$ cat src/rtl/eed_pkg.sv
// ----------------------------------------------------------------------------
// eed_pkg
// Shared types and character codes for the echo escape decoder.
// ----------------------------------------------------------------------------
package eed_pkg;

    // Largest number of result words one input word can cause
    localparam int unsigned RunMax = 3;

    // Decoder modes
    localparam logic [1:0] MODE_NORMAL = 2'd0;
    localparam logic [1:0] MODE_ESCAPE = 2'd1;
    localparam logic [1:0] MODE_OCTAL  = 2'd2;

    // Character codes
    localparam logic [7:0] CH_BEL   = 8'h07;
    localparam logic [7:0] CH_BS    = 8'h08;
    localparam logic [7:0] CH_TAB   = 8'h09;
    localparam logic [7:0] CH_LF    = 8'h0A;
    localparam logic [7:0] CH_VT    = 8'h0B;
    localparam logic [7:0] CH_FF    = 8'h0C;
    localparam logic [7:0] CH_CR    = 8'h0D;
    localparam logic [7:0] CH_SPACE = 8'h20;
    localparam logic [7:0] CH_ZERO  = 8'h30;
    localparam logic [7:0] CH_BSL   = 8'h5C;
    localparam logic [7:0] CH_LC_A  = 8'h61;
    localparam logic [7:0] CH_LC_B  = 8'h62;
    localparam logic [7:0] CH_LC_C  = 8'h63;
    localparam logic [7:0] CH_LC_F  = 8'h66;
    localparam logic [7:0] CH_LC_N  = 8'h6E;
    localparam logic [7:0] CH_LC_R  = 8'h72;
    localparam logic [7:0] CH_LC_T  = 8'h74;
    localparam logic [7:0] CH_LC_V  = 8'h76;

    // Upper five bits shared by the octal digits '0' to '7'
    localparam logic [4:0] OCT_HIGH = 5'b00110;

    // Result words caused by one input word, oldest in entry 0
    typedef struct packed {
        logic [RunMax-1:0][7:0] bytes;
        logic [1:0]             count;
    } t_eed_run;

endpackage

$ cat src/rtl/eed_decode.sv
// ----------------------------------------------------------------------------
// eed_decode
// Escape decoder state and the single-pass decode of one input word into
// up to three result bytes.
// ----------------------------------------------------------------------------
module eed_decode (
    input  logic             i_clk,
    input  logic             i_rst_n,
    input  logic             i_accept,
    input  logic             i_newline_enable,
    input  logic [7:0]       i_data_byte,
    input  logic             i_has_byte,
    input  logic             i_arg_end,
    input  logic             i_final_arg,
    output eed_pkg::t_eed_run o_run
);
    import eed_pkg::*;

    logic [1:0] r_mode,    n_mode;
    logic [8:0] r_oct_val, n_oct_val;
    logic [1:0] r_oct_cnt, n_oct_cnt;
    logic       r_stopped, n_stopped;

    // Append one byte to a run, drop it when the run is full
    function automatic t_eed_run put_byte(t_eed_run run, logic [7:0] c);
        t_eed_run res;
        res = run;
        if (run.count != 2'(RunMax)) begin
            res.bytes[run.count] = c;
            res.count = run.count + 2'd1;
        end
        return res;
    endfunction

    // Decode the presented word against the current state
    always_comb begin
        t_eed_run   run;
        logic [8:0] oct_next;
        logic [1:0] cnt_next;
        run       = '0;
        n_mode    = r_mode;
        n_oct_val = r_oct_val;
        n_oct_cnt = r_oct_cnt;
        n_stopped = r_stopped;
        oct_next  = {r_oct_val[5:0], i_data_byte[2:0]};
        cnt_next  = r_oct_cnt + 2'd1;

        if (!r_stopped && i_has_byte) begin
            if (r_mode == MODE_ESCAPE) begin
                n_mode = MODE_NORMAL;
                case (i_data_byte)
                    CH_LC_A: run = put_byte(run, CH_BEL);
                    CH_LC_B: run = put_byte(run, CH_BS);
                    CH_LC_F: run = put_byte(run, CH_FF);
                    CH_LC_N: run = put_byte(run, CH_LF);
                    CH_LC_R: run = put_byte(run, CH_CR);
                    CH_LC_T: run = put_byte(run, CH_TAB);
                    CH_LC_V: run = put_byte(run, CH_VT);
                    CH_BSL:  run = put_byte(run, CH_BSL);
                    CH_LC_C: n_stopped = 1'b1;
                    CH_ZERO: begin
                        n_mode    = MODE_OCTAL;
                        n_oct_val = '0;
                        n_oct_cnt = '0;
                    end
                    default: begin
                        run = put_byte(run, CH_BSL);
                        run = put_byte(run, i_data_byte);
                    end
                endcase
            end else if (r_mode == MODE_OCTAL) begin
                if (i_data_byte[7:3] == OCT_HIGH) begin
                    // Gather a digit, emit on the third
                    n_oct_val = oct_next;
                    n_oct_cnt = cnt_next;
                    if (cnt_next == 2'd3) begin
                        run       = put_byte(run, oct_next[7:0]);
                        n_mode    = MODE_NORMAL;
                        n_oct_val = '0;
                        n_oct_cnt = '0;
                    end
                end else begin
                    // Cut short: emit the value, then decode as plain text
                    run       = put_byte(run, r_oct_val[7:0]);
                    n_mode    = MODE_NORMAL;
                    n_oct_val = '0;
                    n_oct_cnt = '0;
                    if (i_data_byte == CH_BSL && !i_arg_end) begin
                        n_mode = MODE_ESCAPE;
                    end else begin
                        run = put_byte(run, i_data_byte);
                    end
                end
            end else begin
                n_mode = MODE_NORMAL;
                if (i_data_byte == CH_BSL && !i_arg_end) begin
                    n_mode = MODE_ESCAPE;
                end else begin
                    run = put_byte(run, i_data_byte);
                end
            end
        end

        // Close the argument: flush pending escape or octal value, add separator or newline
        if (i_arg_end) begin
            if (!n_stopped) begin
                if (n_mode == MODE_ESCAPE) begin
                    run = put_byte(run, CH_BSL);
                end else if (n_mode == MODE_OCTAL) begin
                    run = put_byte(run, n_oct_val[7:0]);
                end
                if (!i_final_arg) begin
                    run = put_byte(run, CH_SPACE);
                end else if (i_newline_enable) begin
                    run = put_byte(run, CH_LF);
                end
            end
            n_mode    = MODE_NORMAL;
            n_oct_val = '0;
            n_oct_cnt = '0;
            if (i_final_arg) begin
                n_stopped = 1'b0;
            end
        end

        o_run = run;
    end

    // Advance the state on each accepted word
    always_ff @(posedge i_clk) begin
        if (!i_rst_n) begin
            r_mode    <= MODE_NORMAL;
            r_oct_val <= '0;
            r_oct_cnt <= '0;
            r_stopped <= 1'b0;
        end else if (i_accept) begin
            r_mode    <= n_mode;
            r_oct_val <= n_oct_val;
            r_oct_cnt <= n_oct_cnt;
            r_stopped <= n_stopped;
        end
    end

endmodule

$ cat src/rtl/eed_result_fifo.sv
// ----------------------------------------------------------------------------
// eed_result_fifo
// Result buffer: takes a run of up to three bytes per cycle while not full, gives
// one byte per cycle unless stalled, and marks the last byte of each run.
// ----------------------------------------------------------------------------
module eed_result_fifo #(
    parameter int unsigned ADDR_W = 3
) (
    input  logic              i_clk,
    input  logic              i_rst_n,
    input  logic              i_push,
    input  eed_pkg::t_eed_run i_run,
    output logic              o_full,
    output logic              o_valid,
    input  logic              i_stall,
    output logic [7:0]        o_byte,
    output logic              o_last
);
    import eed_pkg::*;

    localparam int unsigned Depth = 1 << ADDR_W;

    logic [8:0]        r_mem [Depth];
    logic [ADDR_W-1:0] r_wr_ptr, n_wr_ptr;
    logic [ADDR_W-1:0] r_rd_ptr, n_rd_ptr;
    logic [ADDR_W:0]   r_count,  n_count;
    logic              pop;
    logic [ADDR_W:0]   push_cnt;

    assign pop      = (r_count != '0) && !i_stall;
    assign push_cnt = i_push ? (ADDR_W+1)'(i_run.count) : '0;

    // Hold off input unless a whole run fits
    assign o_full  = r_count > (ADDR_W+1)'(Depth - RunMax);
    assign o_valid = r_count != '0;
    assign o_byte  = r_mem[r_rd_ptr][7:0];
    assign o_last  = r_mem[r_rd_ptr][8];

    always_comb begin
        n_wr_ptr = r_wr_ptr + push_cnt[ADDR_W-1:0];
        n_rd_ptr = r_rd_ptr + ADDR_W'(pop);
        n_count  = r_count + push_cnt - (ADDR_W+1)'(pop);
    end

    // Write the run's bytes at consecutive slots
    always_ff @(posedge i_clk) begin
        for (int k = 0; k < RunMax; k++) begin
            if (i_push && (2'(k) < i_run.count)) begin
                r_mem[r_wr_ptr + ADDR_W'(k)] <= {(2'(k + 1) == i_run.count),
                                                 i_run.bytes[k]};
            end
        end
    end

    // Advance pointers and fill level
    always_ff @(posedge i_clk) begin
        if (!i_rst_n) begin
            r_wr_ptr <= '0;
            r_rd_ptr <= '0;
            r_count  <= '0;
        end else begin
            r_wr_ptr <= n_wr_ptr;
            r_rd_ptr <= n_rd_ptr;
            r_count  <= n_count;
        end
    end

endmodule

$ cat src/rtl/echo_escape_decoder_core.sv
// ----------------------------------------------------------------------------
// echo_escape_decoder_core
// Backslash escape decoder for echo-style argument streams.
//
//   channel  direction  handshake                 payload
//   input    in         i_in_valid / o_in_stall   data_byte has_byte arg_end
//                                                 final_arg
//   output   out        o_out_valid / i_out_stall out_byte last_of_run
//   config   in         i_cfg_we                  i_cfg_wdata (newline_enable)
//
// An input word is decoded in the cycle it is accepted; its bytes can leave
// from the result buffer on the next cycle, one byte per cycle unless stalled.
// A word is taken every cycle while the buffer has room for three bytes, so
// the sustained rate is set by the one-byte-per-cycle output port.
// Reset is synchronous and clears the decoder state and buffer; newline
// append comes up enabled. An output stall fills the buffer, then stalls input.
// ----------------------------------------------------------------------------
module echo_escape_decoder_core #(
    parameter int unsigned FIFO_ADDR_W = 3
) (
    input  logic       i_clk,
    input  logic       i_rst_n,
    input  logic       i_in_valid,
    output logic       o_in_stall,
    input  logic [7:0] i_data_byte,
    input  logic       i_has_byte,
    input  logic       i_arg_end,
    input  logic       i_final_arg,
    output logic       o_out_valid,
    input  logic       i_out_stall,
    output logic [7:0] o_out_byte,
    output logic       o_last_of_run,
    input  logic       i_cfg_we,
    input  logic       i_cfg_wdata
);
    import eed_pkg::*;

    logic     r_newline_en;
    logic     accept;
    logic     full;
    t_eed_run run;

    assign o_in_stall = full;
    assign accept     = i_in_valid && !full;

    // Hold the newline enable register
    always_ff @(posedge i_clk) begin
        if (!i_rst_n) begin
            r_newline_en <= 1'b1;
        end else if (i_cfg_we) begin
            r_newline_en <= i_cfg_wdata;
        end
    end

    // Decode one word per cycle while the buffer has room
    eed_decode u_decode (
        .i_clk            (i_clk),
        .i_rst_n          (i_rst_n),
        .i_accept         (accept),
        .i_newline_enable (r_newline_en),
        .i_data_byte      (i_data_byte),
        .i_has_byte       (i_has_byte),
        .i_arg_end        (i_arg_end),
        .i_final_arg      (i_final_arg),
        .o_run            (run)
    );

    // Buffer the resulting bytes
    eed_result_fifo #(
        .ADDR_W (FIFO_ADDR_W)
    ) u_fifo (
        .i_clk   (i_clk),
        .i_rst_n (i_rst_n),
        .i_push  (accept),
        .i_run   (run),
        .o_full  (full),
        .o_valid (o_out_valid),
        .i_stall (i_out_stall),
        .o_byte  (o_out_byte),
        .o_last  (o_last_of_run)
    );

endmodule
$ cat config.mk
export PLATFORM = sky130hd
export DESIGN_NAME = echo_escape_decoder_core
export DESIGN_NICKNAME = d
export VERILOG_FILES = /design/src/rtl/eed_pkg.sv /design/src/rtl/eed_decode.sv /design/src/rtl/eed_result_fifo.sv /design/src/rtl/echo_escape_decoder_core.sv
export SDC_FILE = /design/constraint.sdc
export NUM_CORES = 1
export LEC_CHECK = 0
export ABC_AREA = 1
export BUFFER_PORTS_ARGS = -buffer_cell sky130_fd_sc_hd__buf_2
export CAP_MARGIN = 10
export CORE_UTILIZATION = 35
export DETAILED_ROUTE_END_ITERATION = 7
export PLACE_DENSITY = 0.6
export SLEW_MARGIN = 10
export SYNTH_ARGS = -nofsm -noshare
export SYNTH_HDL_FRONTEND = slang
export SYNTH_SLANG_ARGS = --single-unit
$ cat constraint.sdc
create_clock -name i_clk -period 8.2 [get_ports i_clk]
set_input_delay 0.41 -clock i_clk [delete_from_list [all_inputs] [get_ports i_clk]]
set_output_delay 0.41 -clock i_clk [all_outputs]
set_load 0.02 [all_outputs]
==> flow_summary_export.csv <==
group,metric,value,unit
setup_path,timing.critical_path.to_type,"flip-flop",
route,routedWlPerCell,16.2,um
synth,yosys-top-cells-count,"nand2_1, inv_1, nor2_1",
clocking,ctsHoldBuffers,0,
synth,fraction_of_synthesis_flops_using_an_asynchronous_set_or_reset_pin,0,%
clocking,tritoncts_clock_tree,"built",
clocking,cts_setup_buffers,0,
route,vias,6760,
floorplanning,core_ar,19800,um^2
place,post_place_cell_area,7400,um^2
setup_path,timing.critical_path.slowest_stage_cell,"nor2_2",
synth,synth_largest_area_cell,"edfxtp_1",
finish,fin_area,7680,um^2
setup_path,worstSetupStartpointType,"flip-flop",
synth,synthesis.area,7160,um^2
place,dp_worst_setup_slack,4.09,ns
sta,worst_hold_slack,0.263,ns
finish,area_delta_synth_final,7.31,%
synth,ys.warnings.count,0,
place,numPlacedInstances,1285,
clocking,numCtsBuffers,9,
route,via_per_inst,5.20,
finish,number_of_cells_in_the_finished_layout_apart_from_fillers,1301,
place,place_hpwl,15500,um
synth,number_of_unique_standard_cell_types_used_by_synthesis,49,
clocking,insertion_delay,0.37,ns
setup_path,critical_path.startpoint,"u_decode.r_stopped",
sta,finalWorstPathRequiredPeriod,3.92,ns
route,routed_wirelength,21000,um
global_routing,groute.usage.overall,20.4,%
place,gp_congestion,0.896,
clocking,clock_tree.root_cell,"clkbuf_16",
setup_path,worst_path_most_repeated_cell,"nand2_1",
run_status,result_of_the_run,"finished, final reports clean",
setup_path,crit_path_cell_trace,"nor2_2, nand2_1, inv_1, nand2_1, nand2_2, nand2_4, inv_4, nand3_2, nand3_2, nand3_2, nand2_4, nand2_1, ha_1, inv_1, ha_1, nand2_1, nor2_1, a211oi_1, o21ai_0, a21oi_1",
floorplanning,floorplan.rows,51,
power_and_ir_drop,power.density_cell_area,207,nW/um^2
global_routing,pin_count_of_the_biggest_net_entering_global_routing,43,
synth,syn_inst,1030,
global_routing,first_pass_grt_wire_length,33900,um
power_and_ir_drop,power_leakage,0.00364,uW
sta,finalClockSkew,0.0120,ns
sta,fin_tns_setup,0,ns
setup_path,worst-endpoint-required,8.49,ns
floorplanning,fp.dieArea,21000,um^2
global_routing,first_global_vias,6350,
finish,post_route_cells_drive_above_1_share,9.85,%
synth,ys.flop_type,"edfxtp_1",
sta,max_freq,255,MHz
min_path,hold_path.startpoint,"i_cfg_we",
clocking,cts.clk_slew.worst_paths,0.07,ns
setup_path,r2r_setup_slack,4.28,ns
floorplanning,io_pins,28,
synth,synth.area.top_cells,"edfxtp_1, nand2_1, dfxtp_1",
synth,yosys_register_bits,96,
setup_path,cp.arrival,4.21,ns
power_and_ir_drop,ir_drop,0.000108,V
global_routing,number_of_antenna_violations_at_the_first_check_in_global_routing,0,
sta,report.final.slew_viol_count,0,
sta,tightest_slew,1.14,ns
floorplanning,start_util,36.2,%
place,portBuffers,27,
floorplanning,fp.dieW,145,um
sta,hold_viol_final,0,
synth,seq_area_frac_synth,36.9,%
finish,layout.nets,1061,
min_path,hold_path_class,"in2reg",
finish,antenna_cells,0,
route,firstDrtPassIters,5,
setup_path,cp_slowest_stage_delay,0.49,ns
run,maxCapViolCount,0,
sta,unrepaired_setup_endpoints_after_global_routing,"no",
synth,mapped_avg_cell_area,6.95,um^2
setup_path,critical_path.reg2reg.startpoint,"u_decode.r_stopped",
route,postRouteAntennaNets,0,
route,drt-initial-drc-count,535,
clocking,max-clock-path-buffers,2,
route,remaining_drc_errors,0,
sta,final.setup.worst_slack,4.28,ns
setup_path,critical_path_peak_fanout,42,
clocking,post_cts_resize_count,0,
sta,share_of_the_clock_period_used_by_the_worst_path,47.9,%
synth,synthMostInstantiatedCell,"nand2_1",
sta,setup-violations-final,0,
sta,relSlewSlack,23.8,%
setup_path,worst-setup-path-type,"reg2reg",
synth,mappedNetlistNets,1060,
clocking,number_of_sinks_on_the_clock_net,96,
global_routing,overflow,0,
synth,synth_enable_flop_cells,72,
floorplanning,floorplan.die.height,145,um
synth,post-synth-top-area-fraction,30.2,%
clocking,h_tree_levels,3,
[power by group]
part	total [uW]	internal [uW]	leakage (uW)	switching [uW]
clock	415	211	0.000136	204
sequential	595	571	0.000858	23.8
combinational	580	168	0.00264	412
total	1590	951	0.00364	640
[critical path, delay by kind of cell, from the launching register on]
kind	cells	cell delay, ns
AOI/OAI and AO/OA	3	0.45
and+or+nand+nor	12	2.13
DFF	1	0.36
buffers and inverters	3	0.26
adders and majority gates	2	0.66
[cell type report]
class	count	area (um^2)
sequential	96	2640
clock buffer	10	229
timing repair buffer	29	150
clock inverter	6	50.0
multi-input combinational	764	3780
fill	2143	12100
tap	265	332
inverter	131	495
[sequential cells by signal (all words and copies together), names as in the netlist]
| name | cells |
|---|---|
| u_fifo.r_count | 4 |
| u_fifo.r_rd_ptr | 3 |
| u_fifo.r_wr_ptr | 3 |
| u_decode.r_mode | 2 |
| u_decode.r_stopped | 1 |
| r_newline_en | 1 |
| u_fifo.r_mem | 72 |
| u_decode.r_oct_val | 8 |
| u_decode.r_oct_cnt | 2 |
[path summary, 6_finish.rpt]
check	to	cells past startpoint
max	u_fifo.r_count[3]	20
min reg2reg	u_decode.r_oct_cnt[1]	2
max reg2reg	u_fifo.r_count[3]	20
min	r_newline_en	2
[layout by cell type, fill, tap and decap left out, types with 18 or more instances in the layout]
cell type	instances
edfxtp_1	72
dfxtp_1	24
nand4_1	30
nor2_1	113
buf_2	27
o21ai_0	73
nand2_1	336
a21oi_1	18
nand3_1	67
inv_1	116
[through the flow]
stage	util (%)	total power, uW
floorplan	-	1030
global placement	37.4	1180
detailed placement	37.4	1190
CTS	38.8	1600
global route	38.8	1690
finish	38.8	1590
[kinds of logic after synthesis]
group	synth area share (%)
flip-flops	36.9
XOR/XNOR	0.367
AO/OA/AOI/OAI	11.7
buffers and inverters	10.3
AND/OR/NAND/NOR	38.2
adder cells (fa/ha/maj)	2.48
[per-layer routing]
layer	GRT usage (%)	vias to the layer above	wire length [um]
met4	7.23	0	510
li1	-	3387	-
met1	26.3	3083	9320
met5	0	-	0
met3	3.27	36	1350
met2	34.4	254	9860
Power figures use the tool's default switching activity.
